<file path="src/hdl/apds_pkg.sv">
package apds_pkg;

  localparam int unsigned MCLK_W  = 26;
  localparam int unsigned FRAME_W = 19;
  localparam int unsigned WORD_W  = 6;
  localparam int unsigned REG_W   = 28;
  localparam int unsigned CNT_W   = 8;
  localparam int unsigned MODC_W  = 27;
  localparam int unsigned PROC_W  = 35;
  localparam int unsigned CODEC_W = 43;
  localparam int unsigned DVD_W   = 40;
  localparam int unsigned DVS_W   = 26;
  localparam int unsigned DCNT_W  = 6;

  localparam logic [CODEC_W-1:0] CODEC_MIN_HZ    = 43'd80000000;
  localparam logic [CODEC_W-1:0] CODEC_MAX_HZ    = 43'd110000000;
  localparam logic [13:0]        FRAC_SCALE      = 14'd10000;
  localparam logic [MCLK_W-1:0]  EXACT_IN_MIN_HZ = 26'd512000;
  localparam logic [MCLK_W-1:0]  IN_MAX_HZ       = 26'd20000000;
  localparam logic [MCLK_W-1:0]  FRAC_IN_MIN_HZ  = 26'd10000000;
  localparam logic [DVD_W-1:0]   J_MIN           = 40'd4;
  localparam logic [DVD_W-1:0]   J_MAX           = 40'd259;
  localparam logic [MCLK_W-1:0]  TIMER_STEP_HZ   = 26'd1000000;
  localparam logic [DVD_W-1:0]   BCLK_SAT        = 40'd1023;
  localparam logic [5:0]         TIMER_SAT       = 6'd63;

  localparam logic [REG_W-1:0] MOD_MAX_RST  = 28'd6758000;
  localparam logic [REG_W-1:0] PROC_MAX_RST = 28'd49152000;

  typedef enum logic [0:0] {
    REG_MOD_MAX  = 1'b0,
    REG_PROC_MAX = 1'b1
  } reg_idx_e;

  typedef enum logic [2:0] {
    ST_IDLE,
    ST_SEARCH,
    ST_DIV_J,
    ST_DIV_D,
    ST_POST,
    ST_DIV_B,
    ST_DIV_T,
    ST_EMIT
  } state_e;

  typedef struct packed {
    logic              start;
    logic [DVD_W-1:0]  dividend;
    logic [DVS_W-1:0]  divisor;
  } div_req_t;

  typedef struct packed {
    logic              busy;
    logic              done;
    logic [DVD_W-1:0]  quot;
    logic [DVS_W-1:0]  rem;
  } div_rsp_t;

  typedef struct packed {
    logic [REG_W-1:0] mod_max;
    logic [REG_W-1:0] proc_max;
  } cfg_t;

endpackage

</file>
<file path="src/hdl/apds_if.sv">
interface apds_in_if;
  logic        valid;
  logic        ready;
  logic [25:0] master_clock_hz;
  logic [18:0] frame_rate_hz;
  logic [5:0]  word_bits;
  logic        bit_clock_master;

  modport source (output valid, master_clock_hz, frame_rate_hz, word_bits,
                  bit_clock_master, input ready);
  modport sink (input valid, master_clock_hz, frame_rate_hz, word_bits,
                bit_clock_master, output ready);
endinterface

interface apds_out_if;
  logic        valid;
  logic        ready;
  logic        status;
  logic [8:0]  pll_int;
  logic [13:0] pll_frac;
  logic [7:0]  div_n;
  logic [7:0]  div_m;
  logic [7:0]  oversample;
  logic [9:0]  bit_clock_div;
  logic [5:0]  timer_div;

  modport source (output valid, status, pll_int, pll_frac, div_n, div_m,
                  oversample, bit_clock_div, timer_div, input ready);
  modport sink (input valid, status, pll_int, pll_frac, div_n, div_m,
                oversample, bit_clock_div, timer_div, output ready);
endinterface

</file>
<file path="src/hdl/audio_pll_divider_search.sv">
// Audio PLL divider search.
// in_i carries one request word (master clock, frame rate, word size,
// bit-clock-master flag); out_o returns one result word per request.
// Both are valid/ready channels; a word moves when valid and ready are high.
// The two limit registers sit on the APB port, at byte addresses 0 and 4.
// in_i.ready is high only while the sequencer is idle. The search walks n,
// then m, then oversampling, one candidate per cycle with running sums
// while the divider is idle. A candidate inside the codec window goes
// through the shared restoring divider for J, and through it again for D
// when not exact and the master clock is at least 10 MHz. After the hit,
// the bit clock divider uses the same divider when enabled, and the timer
// divider does one compare-subtract step per megahertz. The search covers
// up to MAX_DIVIDER*MAX_DIVIDER*MAX_OVERSAMPLE candidates.
// A master clock outside 512 kHz to 20 MHz skips the search.
// The result waits in an output register; a new request is taken meanwhile,
// and a finished search holds until that register frees up.
// Reset clears the sequencer and output valid and restores the limits.
module audio_pll_divider_search #(
  parameter int unsigned MAX_DIVIDER    = 128,
  parameter int unsigned MAX_OVERSAMPLE = 254
) (
  input  logic        clk_i,
  input  logic        rst_ni,
  apds_in_if.sink     in_i,
  apds_out_if.source  out_o,
  input  logic        psel,
  input  logic        penable,
  input  logic        pwrite,
  input  logic [2:0]  paddr,
  input  logic [31:0] pwdata,
  output logic [31:0] prdata,
  output logic        pready
);

  localparam int unsigned CW = apds_pkg::CNT_W;
  localparam logic [CW-1:0] DIV_LIM = CW'(MAX_DIVIDER);
  localparam logic [CW-1:0] OS_LIM  = CW'(MAX_OVERSAMPLE);
  localparam logic [CW-1:0] ONE     = CW'(1);

  apds_pkg::cfg_t     cfg;
  apds_pkg::div_req_t div_req;
  apds_pkg::div_rsp_t div_rsp;
  apds_pkg::state_e   state_q, state_d;

  logic [apds_pkg::MCLK_W-1:0]  mclk_q, mclk_d;
  logic [apds_pkg::FRAME_W-1:0] frame_q, frame_d;
  logic [apds_pkg::WORD_W-1:0]  word_q, word_d;
  logic                         master_q, master_d;
  logic [CW-1:0]                n_q, n_d, m_q, m_d, os_q, os_d;
  logic [apds_pkg::MODC_W-1:0]  modc_q, modc_d, fn_q, fn_d;
  logic [apds_pkg::PROC_W-1:0]  proc_q, proc_d, fm_q, fm_d;
  logic [apds_pkg::CODEC_W-1:0] codec_q, codec_d, fmn_q, fmn_d;
  logic [8:0]                   j_q, j_d;
  logic [13:0]                  d_q, d_d;
  logic                         found_q, found_d;
  logic [9:0]                   bclk_q, bclk_d;
  logic [apds_pkg::MCLK_W-1:0]  tacc_q, tacc_d;
  logic [5:0]                   t_q, t_d;

  logic [CW-1:0]                a_n, a_m, a_os;
  logic [apds_pkg::MODC_W-1:0]  a_modc, a_fn;
  logic [apds_pkg::PROC_W-1:0]  a_proc, a_fm;
  logic [apds_pkg::CODEC_W-1:0] a_codec, a_fmn;
  logic                         a_end;

  logic                         pass;
  logic                         mclk_ok;
  logic [apds_pkg::DVD_W-1:0]   frac_num;

  logic        out_valid_q, out_valid_d;
  logic        o_status_q, o_status_d;
  logic [8:0]  o_j_q, o_j_d;
  logic [13:0] o_d_q, o_d_d;
  logic [7:0]  o_n_q, o_n_d, o_m_q, o_m_d, o_os_q, o_os_d;
  logic [9:0]  o_b_q, o_b_d;
  logic [5:0]  o_t_q, o_t_d;

  apds_cfg u_cfg (
    .clk_i   (clk_i),
    .rst_ni  (rst_ni),
    .psel    (psel),
    .penable (penable),
    .pwrite  (pwrite),
    .paddr   (paddr),
    .pwdata  (pwdata),
    .prdata  (prdata),
    .pready  (pready),
    .cfg_o   (cfg)
  );

  apds_div u_div (
    .clk_i  (clk_i),
    .rst_ni (rst_ni),
    .req_i  (div_req),
    .rsp_o  (div_rsp)
  );

  assign pass = ({1'b0, modc_q} <= cfg.mod_max)
             && (proc_q <= apds_pkg::PROC_W'(cfg.proc_max))
             && (codec_q >= apds_pkg::CODEC_MIN_HZ)
             && (codec_q <= apds_pkg::CODEC_MAX_HZ);

  assign mclk_ok  = (in_i.master_clock_hz >= apds_pkg::EXACT_IN_MIN_HZ)
                 && (in_i.master_clock_hz <= apds_pkg::IN_MAX_HZ);
  assign frac_num = apds_pkg::DVD_W'(div_rsp.rem) * apds_pkg::DVD_W'(apds_pkg::FRAC_SCALE);

  always_comb begin
    a_n     = n_q;
    a_m     = m_q;
    a_os    = os_q;
    a_modc  = modc_q;
    a_proc  = proc_q;
    a_codec = codec_q;
    a_fn    = fn_q;
    a_fm    = fm_q;
    a_fmn   = fmn_q;
    a_end   = 1'b0;
    if (os_q < OS_LIM) begin
      a_os    = os_q + 1'b1;
      a_modc  = modc_q + apds_pkg::MODC_W'(frame_q);
      a_proc  = proc_q + fm_q;
      a_codec = codec_q + fmn_q;
    end else if (m_q < DIV_LIM) begin
      a_m     = m_q + 1'b1;
      a_os    = ONE;
      a_fm    = fm_q + apds_pkg::PROC_W'(frame_q);
      a_fmn   = fmn_q + apds_pkg::CODEC_W'(fn_q);
      a_modc  = apds_pkg::MODC_W'(frame_q);
      a_proc  = fm_q + apds_pkg::PROC_W'(frame_q);
      a_codec = fmn_q + apds_pkg::CODEC_W'(fn_q);
    end else if (n_q < DIV_LIM) begin
      a_n     = n_q + 1'b1;
      a_m     = ONE;
      a_os    = ONE;
      a_fn    = fn_q + apds_pkg::MODC_W'(frame_q);
      a_fm    = apds_pkg::PROC_W'(frame_q);
      a_fmn   = apds_pkg::CODEC_W'(fn_q) + apds_pkg::CODEC_W'(frame_q);
      a_modc  = apds_pkg::MODC_W'(frame_q);
      a_proc  = apds_pkg::PROC_W'(frame_q);
      a_codec = apds_pkg::CODEC_W'(fn_q) + apds_pkg::CODEC_W'(frame_q);
    end else begin
      a_end = 1'b1;
    end
  end

  always_comb begin
    state_d  = state_q;
    mclk_d   = mclk_q;
    frame_d  = frame_q;
    word_d   = word_q;
    master_d = master_q;
    n_d      = n_q;
    m_d      = m_q;
    os_d     = os_q;
    modc_d   = modc_q;
    proc_d   = proc_q;
    codec_d  = codec_q;
    fn_d     = fn_q;
    fm_d     = fm_q;
    fmn_d    = fmn_q;
    j_d      = j_q;
    d_d      = d_q;
    found_d  = found_q;
    bclk_d   = bclk_q;
    tacc_d   = tacc_q;
    t_d      = t_q;
    div_req  = '0;
    in_i.ready = 1'b0;
    out_valid_d = out_valid_q && !out_o.ready;
    o_status_d = o_status_q;
    o_j_d = o_j_q;
    o_d_d = o_d_q;
    o_n_d = o_n_q;
    o_m_d = o_m_q;
    o_os_d = o_os_q;
    o_b_d = o_b_q;
    o_t_d = o_t_q;

    case (state_q)
      apds_pkg::ST_IDLE: begin
        in_i.ready = 1'b1;
        if (in_i.valid) begin
          mclk_d   = in_i.master_clock_hz;
          frame_d  = in_i.frame_rate_hz;
          word_d   = in_i.word_bits;
          master_d = in_i.bit_clock_master;
          n_d      = ONE;
          m_d      = ONE;
          os_d     = ONE;
          modc_d   = apds_pkg::MODC_W'(in_i.frame_rate_hz);
          fn_d     = apds_pkg::MODC_W'(in_i.frame_rate_hz);
          proc_d   = apds_pkg::PROC_W'(in_i.frame_rate_hz);
          fm_d     = apds_pkg::PROC_W'(in_i.frame_rate_hz);
          codec_d  = apds_pkg::CODEC_W'(in_i.frame_rate_hz);
          fmn_d    = apds_pkg::CODEC_W'(in_i.frame_rate_hz);
          found_d  = 1'b0;
          state_d  = mclk_ok ? apds_pkg::ST_SEARCH : apds_pkg::ST_EMIT;
        end
      end
      apds_pkg::ST_SEARCH: begin
        if (pass) begin
          div_req.start    = 1'b1;
          div_req.dividend = codec_q[apds_pkg::DVD_W-1:0];
          div_req.divisor  = mclk_q;
          state_d          = apds_pkg::ST_DIV_J;
        end else begin
          n_d = a_n; m_d = a_m; os_d = a_os;
          modc_d = a_modc; proc_d = a_proc; codec_d = a_codec;
          fn_d = a_fn; fm_d = a_fm; fmn_d = a_fmn;
          if (a_end) begin
            state_d = apds_pkg::ST_EMIT;
          end
        end
      end
      apds_pkg::ST_DIV_J: begin
        if (div_rsp.done) begin
          j_d = div_rsp.quot[8:0];
          d_d = '0;
          if (div_rsp.rem == '0) begin
            if (div_rsp.quot >= apds_pkg::J_MIN && div_rsp.quot <= apds_pkg::J_MAX) begin
              found_d = 1'b1;
              state_d = apds_pkg::ST_POST;
            end else begin
              state_d = apds_pkg::ST_SEARCH;
            end
          end else if (div_rsp.quot != '0 && mclk_q >= apds_pkg::FRAC_IN_MIN_HZ) begin
            div_req.start    = 1'b1;
            div_req.dividend = frac_num;
            div_req.divisor  = mclk_q;
            state_d          = apds_pkg::ST_DIV_D;
          end else begin
            state_d = apds_pkg::ST_SEARCH;
          end
          if (state_d == apds_pkg::ST_SEARCH) begin
            n_d = a_n; m_d = a_m; os_d = a_os;
            modc_d = a_modc; proc_d = a_proc; codec_d = a_codec;
            fn_d = a_fn; fm_d = a_fm; fmn_d = a_fmn;
            if (a_end) begin
              state_d = apds_pkg::ST_EMIT;
            end
          end
        end
      end
      apds_pkg::ST_DIV_D: begin
        if (div_rsp.done) begin
          d_d     = div_rsp.quot[13:0];
          found_d = 1'b1;
          state_d = apds_pkg::ST_POST;
        end
      end
      apds_pkg::ST_POST: begin
        if (master_q && word_q != '0) begin
          div_req.start    = 1'b1;
          div_req.dividend = apds_pkg::DVD_W'(os_q * m_q);
          div_req.divisor  = apds_pkg::DVS_W'({word_q, 1'b0});
          state_d          = apds_pkg::ST_DIV_B;
        end else begin
          bclk_d  = master_q ? 10'd0 : 10'd1;
          tacc_d  = mclk_q;
          t_d     = '0;
          state_d = apds_pkg::ST_DIV_T;
        end
      end
      apds_pkg::ST_DIV_B: begin
        if (div_rsp.done) begin
          bclk_d = (div_rsp.quot > apds_pkg::BCLK_SAT) ? 10'd1023 : div_rsp.quot[9:0];
          tacc_d  = mclk_q;
          t_d     = '0;
          state_d = apds_pkg::ST_DIV_T;
        end
      end
      apds_pkg::ST_DIV_T: begin
        if (tacc_q == '0 || t_q == apds_pkg::TIMER_SAT) begin
          state_d = apds_pkg::ST_EMIT;
        end else begin
          t_d    = t_q + 1'b1;
          tacc_d = (tacc_q > apds_pkg::TIMER_STEP_HZ) ? tacc_q - apds_pkg::TIMER_STEP_HZ
                                                      : '0;
        end
      end
      apds_pkg::ST_EMIT: begin
        if (!out_valid_q || out_o.ready) begin
          out_valid_d = 1'b1;
          o_status_d  = !found_q;
          o_j_d       = found_q ? j_q : '0;
          o_d_d       = found_q ? d_q : '0;
          o_n_d       = found_q ? n_q : '0;
          o_m_d       = found_q ? m_q : '0;
          o_os_d      = found_q ? os_q : '0;
          o_b_d       = found_q ? bclk_q : '0;
          o_t_d       = found_q ? t_q : '0;
          state_d = apds_pkg::ST_IDLE;
        end
      end
      default: state_d = apds_pkg::ST_IDLE;
    endcase
  end

  always_ff @(posedge clk_i or negedge rst_ni) begin
    if (!rst_ni) begin
      state_q     <= apds_pkg::ST_IDLE;
      out_valid_q <= 1'b0;
      found_q     <= 1'b0;
    end else begin
      state_q     <= state_d;
      out_valid_q <= out_valid_d;
      found_q     <= found_d;
    end
  end

  always_ff @(posedge clk_i) begin
    mclk_q   <= mclk_d;
    frame_q  <= frame_d;
    word_q   <= word_d;
    master_q <= master_d;
    n_q      <= n_d;
    m_q      <= m_d;
    os_q     <= os_d;
    modc_q   <= modc_d;
    proc_q   <= proc_d;
    codec_q  <= codec_d;
    fn_q     <= fn_d;
    fm_q     <= fm_d;
    fmn_q    <= fmn_d;
    j_q      <= j_d;
    d_q      <= d_d;
    bclk_q   <= bclk_d;
    tacc_q   <= tacc_d;
    t_q      <= t_d;
    o_status_q <= o_status_d;
    o_j_q    <= o_j_d;
    o_d_q    <= o_d_d;
    o_n_q    <= o_n_d;
    o_m_q    <= o_m_d;
    o_os_q   <= o_os_d;
    o_b_q    <= o_b_d;
    o_t_q    <= o_t_d;
  end

  assign out_o.valid         = out_valid_q;
  assign out_o.status        = o_status_q;
  assign out_o.pll_int       = o_j_q;
  assign out_o.pll_frac      = o_d_q;
  assign out_o.div_n         = o_n_q;
  assign out_o.div_m         = o_m_q;
  assign out_o.oversample    = o_os_q;
  assign out_o.bit_clock_div = o_b_q;
  assign out_o.timer_div     = o_t_q;

`ifndef SYNTHESIS
  a_div_start_idle: assert property (@(posedge clk_i) disable iff (!rst_ni)
    div_req.start |-> !div_rsp.busy)
    else $error("divider started while busy");
  a_hit_nonzero: assert property (@(posedge clk_i) disable iff (!rst_ni)
    out_valid_q && !o_status_q |-> o_n_q != '0 && o_m_q != '0 && o_os_q != '0)
    else $error("found result with zero divider");
  a_miss_zero: assert property (@(posedge clk_i) disable iff (!rst_ni)
    out_valid_q && o_status_q |-> o_j_q == '0 && o_n_q == '0 && o_t_q == '0)
    else $error("failed result carries nonzero fields");
  a_search_counts: assert property (@(posedge clk_i) disable iff (!rst_ni)
    state_q == apds_pkg::ST_SEARCH |-> n_q != '0 && m_q != '0 && os_q != '0)
    else $error("search counter at zero");
`endif

endmodule

</file>
<file path="src/hdl/apds_div.sv">
module apds_div (
  input  logic                clk_i,
  input  logic                rst_ni,
  input  apds_pkg::div_req_t  req_i,
  output apds_pkg::div_rsp_t  rsp_o
);

  logic                        active_q, active_d;
  logic                        done_q, done_d;
  logic [apds_pkg::DCNT_W-1:0] cnt_q, cnt_d;
  logic [apds_pkg::DVD_W-1:0]  quo_q, quo_d;
  logic [apds_pkg::DVS_W-1:0]  rem_q, rem_d;
  logic [apds_pkg::DVS_W-1:0]  dvs_q, dvs_d;
  logic [apds_pkg::DVS_W:0]    trial;
  logic                        take;

  assign trial = {rem_q, quo_q[apds_pkg::DVD_W-1]};
  assign take  = trial >= {1'b0, dvs_q};

  always_comb begin
    active_d = active_q;
    done_d   = 1'b0;
    cnt_d    = cnt_q;
    quo_d    = quo_q;
    rem_d    = rem_q;
    dvs_d    = dvs_q;
    if (req_i.start) begin
      active_d = 1'b1;
      cnt_d    = apds_pkg::DCNT_W'(apds_pkg::DVD_W);
      quo_d    = req_i.dividend;
      rem_d    = '0;
      dvs_d    = req_i.divisor;
    end else if (active_q) begin
      rem_d = take ? apds_pkg::DVS_W'(trial - {1'b0, dvs_q})
                   : trial[apds_pkg::DVS_W-1:0];
      quo_d = {quo_q[apds_pkg::DVD_W-2:0], take};
      cnt_d = cnt_q - 1'b1;
      if (cnt_q == apds_pkg::DCNT_W'(1)) begin
        active_d = 1'b0;
        done_d   = 1'b1;
      end
    end
  end

  always_ff @(posedge clk_i or negedge rst_ni) begin
    if (!rst_ni) begin
      active_q <= 1'b0;
      done_q   <= 1'b0;
      cnt_q    <= '0;
    end else begin
      active_q <= active_d;
      done_q   <= done_d;
      cnt_q    <= cnt_d;
    end
  end

  always_ff @(posedge clk_i) begin
    quo_q <= quo_d;
    rem_q <= rem_d;
    dvs_q <= dvs_d;
  end

  assign rsp_o.busy = active_q;
  assign rsp_o.done = done_q;
  assign rsp_o.quot = quo_q;
  assign rsp_o.rem  = rem_q;

endmodule

</file>
<file path="src/hdl/apds_cfg.sv">
module apds_cfg (
  input  logic               clk_i,
  input  logic               rst_ni,
  input  logic               psel,
  input  logic               penable,
  input  logic               pwrite,
  input  logic [2:0]         paddr,
  input  logic [31:0]        pwdata,
  output logic [31:0]        prdata,
  output logic               pready,
  output apds_pkg::cfg_t     cfg_o
);

  logic [apds_pkg::REG_W-1:0] mod_max_q, mod_max_d;
  logic [apds_pkg::REG_W-1:0] proc_max_q, proc_max_d;
  apds_pkg::reg_idx_e         idx;
  logic                       wr;

  assign idx    = apds_pkg::reg_idx_e'(paddr[2]);
  assign wr     = psel && penable && pwrite;
  assign pready = 1'b1;

  always_comb begin
    mod_max_d  = mod_max_q;
    proc_max_d = proc_max_q;
    if (wr) begin
      case (idx)
        apds_pkg::REG_MOD_MAX:  mod_max_d  = pwdata[apds_pkg::REG_W-1:0];
        apds_pkg::REG_PROC_MAX: proc_max_d = pwdata[apds_pkg::REG_W-1:0];
        default: ;
      endcase
    end
  end

  always_comb begin
    case (idx)
      apds_pkg::REG_MOD_MAX:  prdata = 32'(mod_max_q);
      apds_pkg::REG_PROC_MAX: prdata = 32'(proc_max_q);
      default:                prdata = '0;
    endcase
  end

  always_ff @(posedge clk_i or negedge rst_ni) begin
    if (!rst_ni) begin
      mod_max_q  <= apds_pkg::MOD_MAX_RST;
      proc_max_q <= apds_pkg::PROC_MAX_RST;
    end else begin
      mod_max_q  <= mod_max_d;
      proc_max_q <= proc_max_d;
    end
  end

  assign cfg_o.mod_max  = mod_max_q;
  assign cfg_o.proc_max = proc_max_q;

endmodule
</file>
<file path="src/flat_wrapper.sv">
// flat-port wrapper written by rule: the top's interface ports become plain ports
module audio_pll_divider_search_flat 
#(
  parameter int unsigned MAX_DIVIDER    = 128,
  parameter int unsigned MAX_OVERSAMPLE = 254
)
  (clk_i, rst_ni, psel, penable, pwrite, paddr, pwdata, prdata, pready, in_i_valid, in_i_master_clock_hz, in_i_frame_rate_hz, in_i_word_bits, in_i_bit_clock_master, in_i_ready, out_o_valid, out_o_status, out_o_pll_int, out_o_pll_frac, out_o_div_n, out_o_div_m, out_o_oversample, out_o_bit_clock_div, out_o_timer_div, out_o_ready);
  apds_in_if in_i_i ();
  apds_out_if out_o_i ();
  input  logic clk_i;
  input  logic rst_ni;
  input  logic psel;
  input  logic penable;
  input  logic pwrite;
  input  logic [2:0] paddr;
  input  logic [31:0] pwdata;
  output logic [31:0] prdata;
  output logic pready;
  input wire logic [$bits(in_i_i.valid)-1:0] in_i_valid;
  input wire logic [$bits(in_i_i.master_clock_hz)-1:0] in_i_master_clock_hz;
  input wire logic [$bits(in_i_i.frame_rate_hz)-1:0] in_i_frame_rate_hz;
  input wire logic [$bits(in_i_i.word_bits)-1:0] in_i_word_bits;
  input wire logic [$bits(in_i_i.bit_clock_master)-1:0] in_i_bit_clock_master;
  output wire logic [$bits(in_i_i.ready)-1:0] in_i_ready;
  output wire logic [$bits(out_o_i.valid)-1:0] out_o_valid;
  output wire logic [$bits(out_o_i.status)-1:0] out_o_status;
  output wire logic [$bits(out_o_i.pll_int)-1:0] out_o_pll_int;
  output wire logic [$bits(out_o_i.pll_frac)-1:0] out_o_pll_frac;
  output wire logic [$bits(out_o_i.div_n)-1:0] out_o_div_n;
  output wire logic [$bits(out_o_i.div_m)-1:0] out_o_div_m;
  output wire logic [$bits(out_o_i.oversample)-1:0] out_o_oversample;
  output wire logic [$bits(out_o_i.bit_clock_div)-1:0] out_o_bit_clock_div;
  output wire logic [$bits(out_o_i.timer_div)-1:0] out_o_timer_div;
  input wire logic [$bits(out_o_i.ready)-1:0] out_o_ready;
  assign in_i_i.valid = in_i_valid;
  assign in_i_i.master_clock_hz = in_i_master_clock_hz;
  assign in_i_i.frame_rate_hz = in_i_frame_rate_hz;
  assign in_i_i.word_bits = in_i_word_bits;
  assign in_i_i.bit_clock_master = in_i_bit_clock_master;
  assign in_i_ready = in_i_i.ready;
  assign out_o_valid = out_o_i.valid;
  assign out_o_status = out_o_i.status;
  assign out_o_pll_int = out_o_i.pll_int;
  assign out_o_pll_frac = out_o_i.pll_frac;
  assign out_o_div_n = out_o_i.div_n;
  assign out_o_div_m = out_o_i.div_m;
  assign out_o_oversample = out_o_i.oversample;
  assign out_o_bit_clock_div = out_o_i.bit_clock_div;
  assign out_o_timer_div = out_o_i.timer_div;
  assign out_o_i.ready = out_o_ready;
  audio_pll_divider_search #(.MAX_DIVIDER(MAX_DIVIDER), .MAX_OVERSAMPLE(MAX_OVERSAMPLE)) u_core (.clk_i(clk_i), .rst_ni(rst_ni), .in_i(in_i_i), .out_o(out_o_i), .psel(psel), .penable(penable), .pwrite(pwrite), .paddr(paddr), .pwdata(pwdata), .prdata(prdata), .pready(pready));
endmodule
</file>
<file path="config.mk">
export PLATFORM = sky130hd
export DESIGN_NAME = audio_pll_divider_search_flat
export DESIGN_NICKNAME = d
export VERILOG_FILES = /design/src/hdl/apds_pkg.sv /design/src/hdl/apds_if.sv /design/src/hdl/audio_pll_divider_search.sv /design/src/hdl/apds_div.sv /design/src/hdl/apds_cfg.sv /design/src/flat_wrapper.sv
export SDC_FILE = /design/constraint.sdc
export NUM_CORES = 2
export LEC_CHECK = 0
export BUFFER_PORTS_ARGS = -buffer_cell sky130_fd_sc_hd__buf_2
export CAP_MARGIN = 10
export CORE_MARGIN = 5
export CORE_UTILIZATION = 56
export CTS_BUF_LIST = sky130_fd_sc_hd__clkbuf_16
export CTS_CLUSTER_SIZE = 14
export DETAILED_ROUTE_END_ITERATION = 8
export GPL_ROUTABILITY_DRIVEN = 0
export PLACE_DENSITY = 0.72
export SETUP_SLACK_MARGIN = 0.02
export SYNTH_ARGS = -nofsm -noshare
export SYNTH_HDL_FRONTEND = slang
export SYNTH_HIERARCHICAL = 1
export SYNTH_SLANG_ARGS = --single-unit
</file>
<file path="constraint.sdc">
create_clock -name clk_i -period 7.2 [get_ports clk_i]
set_input_delay 1.08 -clock clk_i [delete_from_list [all_inputs] [get_ports clk_i]]
set_output_delay 1.08 -clock clk_i [all_outputs]
set_load 0.05 [all_outputs]
</file>
; ---- Word level (Yosys, flattened, before mapping)
; Index checks and enable logic that the tools add are counted.
[op_classes]
mux = 132
bitwise_logic = 1
add_sub_neg = 14
n_lt_le_gt_ge = 15
reduce_logical = 37
eq_ne = 23
n_mul = 2
[ops]
columns = cell, count
row1 = $mux 43, 13
row2 = $mux 35, 13
row3 = $mux 27, 13
row4 = $mux 67, 5
row5 = $pmux 43 s3, 2
row6 = $pmux 35 s3, 2
row7 = $pmux 67 s3, 1
row8 = $pmux 27 s3, 2
row9 = $mux 8, 19
row10 = $mux 26, 5
row11 = $mux 40, 2
row12 = $pmux 26 s3, 1
row13 = $pmux 8 s3, 3
row14 = $pmux 32 s2, 1
row15 = $add 27x19->27, 2
row16 = $logic_not 26->1, 2
row17 = $mux 3, 15
row18 = $add 43x27->43, 1
row19 = $add 43x43->43, 1
row20 = $ge 43x27->1 const B, 1
row21 = $le 43x27->1 const B, 1
row22 = $ge 40x3->1 const B, 1
row23 = $gt 40x10->1 const B, 1
row24 = $le 40x9->1 const B, 1
row25 = 51 further kinds, 116
[totals]
in_bits = 94
output_inout_bits = 99
regBits = 576
wordCells = 261

; ---- Longest topological paths before layout
[logic_depth]
depth_word = 10
ltp_mapped = 24
depth_no_buf = 24

; ---- Modules after synthesis
; Netlist, hierarchy kept.
[modules_own_cells]
columns = module, n_inst, cells_per_inst, area_per_inst_um2, seq_area_each_um2
row1 = audio_pll_divider_search, 1, 3692, 35260.1, 12587.1
row2 = apds_div, 1, 548, 5758.0, 2702.6
row3 = apds_cfg, 1, 157, 2597.5, 1425.1

; ---- Worst setup path before layout
; Ideal clock, no wire load.
[synth_timing]
path_kind = flip-flop to flip-flop
startpoint = reg u_core.m_q[7]
endpoint = reg u_core/u_div/quo_q[14] (netlist bit) (data pin)
setup_ps = 260
path_stages_with_launch = 22
period_less_slack_ps = 5756
setup_slack_ps = 1444
arrival_time_ps = 5496
required_time_ps = 6940
n_path_buf = 3
path_cell_list = edfxtp_1 -> clkbuf_1 -> clkbuf_1 -> clkbuf_1 -> nand2_1 -> fa_1 -> fa_1 -> inv_1 -> fa_1 -> inv_1 -> fa_1 -> inv_1 -> ha_1 -> a21oi_1 -> nor2b_1 -> o21a_1 -> o31a_1 -> or4_1 -> o311ai_1 -> xnor2_1 -> a221o_1 -> mux2_2
[synth_rtl]
columns = element, line_no
row1 = "start, declared", audio_pll_divider_search.sv:49  ; logic [CW-1:0] n_q, n_d, m_q, m_d, os_q, os_d;
row2 = "start signal, assigned", audio_pll_divider_search.sv:317  ; m_q <= m_d;
row3 = "end signal, assigned", apds_div.sv:58  ; quo_q <= quo_d;
row4 = "end, declared", apds_div.sv:11  ; logic [apds_pkg::DVD_W-1:0] quo_q, quo_d;

==> summary.txt <==
DIE AREA = 83600 µm²
initial antenna violation count = 2
FF-to-FF path depth = 20
Worst-Skew Late Latency = 0.64 ns
Worst slew margin = 19.3%
crit path capture = u_core/u_div/quo_q[39]
met1 usage = 34.6%
Max-Cap Viols = 0
First-pass DRT Iterations = 6
global-route wire length before repair = 182000 µm
CTS tree = yes
vias in the first global route = 33496
Nets = 5125
period utilization = 84.6%
Setup crit end kind = flop
Crit Reg-Reg Startpoint = u_core/u_div/rem_q[8]
# hold bufs at CTS = 0
WP data required = 7.56 ns
RR Endpoint = u_core/u_div/quo_q[39]
postcts setup bufs = 0
IO Count = 193
CP max FO = 6
Hold Fails Final Rpt = 0
Tmin final = 6.09 ns
GRT busiest layer = met2
status = complete, no violations
largest net degree at the start of global routing = 70
PortBufs = 181
met2 usage = 47.0%
Netlist Area Pre-Place = 43600 µm²
post-CTS sizing = 0
CTS H-tree depth = 3
Setup Skew = 0.0386 ns
clock sink count = 576
Fmax = 164 MHz
Fill cells = 6508
Detail Placement HPWL = 86400 µm
layout cell share with drive strength beyond 1 = 11.5%
clock slew at reported path FFs = 0.06 ns
worst setup path class = reg -> reg
Post-Synthesis Mean Instance Area = 9.92 µm²
crit-path cells = inv_1 -> fa_1 -> inv_1 -> ha_1 -> fa_1 -> ha_1 -> fa_1 -> ha_1 -> a21o_1 -> a21o_1 -> a21oi_1 -> a21oi_1 -> a32oi_1 -> a41oi_1 -> o211ai_1 -> o2111ai_1 -> a21oi_1 -> xor2_1 -> nor2_1 -> mux2_2
Yosys Warn Count = 6
post-route ant nets = 0
Levels on crit path = 20
Final setup viols = 0
hold_sp = u_core/j_q[7]
DRC Markers = 0
commonest cells after routing, fill and taps aside = edfxtp_1, inv_1, ha_1, nand2_1, nor2_1
commonest non-fill, non-tap cell in the layout = edfxtp_1
Worst Setup SP = u_core/u_div/rem_q[8]
RSZ-0062 raised after global routing = no
Root Driver = clkbuf_16
routed len/inst = 20.7 µm
Die H = 289 µm
met3 usage = 3.63%
max incr delay on CP = 0.57 ns
Post-Route WL = 116000 µm
Die Wd = 289 µm
delay-heaviest family, CP = adder cells
FP Rows = 102
Tot GR Track Use = 27.2%
core area = 77300 µm²
Starting Density = 56.4%
R2R setup slack = 1.11 ns
vias per cell = 6.10
DRT iter0 DRCs = 3095
hold path depth = 1
Slowest-stage cell, CP = dfxtp_1
worst endpoint data arrival time = 6.45 ns
CTS buffer count = 68
Setup TNS = 0 ns
Max Transition Viols Final = 0
GRT overflow = 0
Layout area overhead = 9.19%
Vias = 34231
Bufs on Longest Clock Path = 3
worst hold path type = reg -> reg
worst-margin pin slew = 1.21 ns
Post-Synthesis Cells = 4396
CP Buf/Inv Count = 2
Worst setup SP type = flop
-- worst min-delay path by stage --
stage                     slack (ns)                 endpoint
final                           0.51  u_core/out_o.pll_int[7]
after detailed placement        0.50      u_core/u_div/done_q
after floorplan                 0.46            u_core/j_q[1]
after global placement          0.50      u_core/u_div/done_q
after CTS                       0.50  u_core/out_o.pll_int[7]
after global routing            0.51      u_core/u_div/done_q
-- layer usage --
layer  up-vias  part of all wire [%]
li1      16223                     -
met2      1172                    49
met4         2                   4.3
met1     16567                    41
met3       267                   5.8
met5         -                 0.012
-- through the flow --
step | area [µm²] | instances | utilization (%) | setup WS (ns) | hold slack [ns]
after floorplan | 43600 | 4399 | - | 1.44 | 0.461
after global placement | 45500 | 5494 | 58.9 | 1.27 | 0.503
after detailed placement | 45500 | 5494 | 58.9 | 1.21 | 0.496
after CTS | 47600 | 5615 | 61.6 | 1.18 | 0.504
after global routing | 47600 | 5616 | 61.6 | 0.814 | 0.511
final | 47600 | 5616 | 61.6 | 1.11 | 0.506
-- registers in the layout (all words and copies together) (netlist names), 19 cells and up --
| name | flops |
|---|---|
| u_core/codec_q | 43 |
| u_core/u_cfg/proc_max_q | 28 |
| u_core/fn_q | 27 |
| u_core/tacc_q | 26 |
| u_core/mclk_q | 26 |
| u_core/u_div/rem_q | 26 |
| u_core/u_div/quo_q | 40 |
| u_core/proc_q | 35 |
| u_core/u_div/dvs_q | 26 |
| u_core/u_cfg/mod_max_q | 28 |
| u_core/fm_q | 35 |
| u_core/modc_q | 27 |
| u_core/frame_q | 19 |
| u_core/fmn_q | 43 |
-- final cells by class --
type / instances / area (µm²) / area share [%]
multi-input combinational: 3262 / 24800 / 52.1
clock inverter: 50 / 320 / 0.673
tap: 1040 / 1300 / 2.73
clock buffer: 71 / 1780 / 3.73
antenna: 1 / 2.50 / 0.00526
sequential: 576 / 16700 / 35.1
timing repair buffer: 223 / 1240 / 2.60
inverter: 393 / 1480 / 3.10
Power is left out: the tool's default activity adds up to more than one toggle a clock period on the data nets, which glitch-free logic cannot reach.
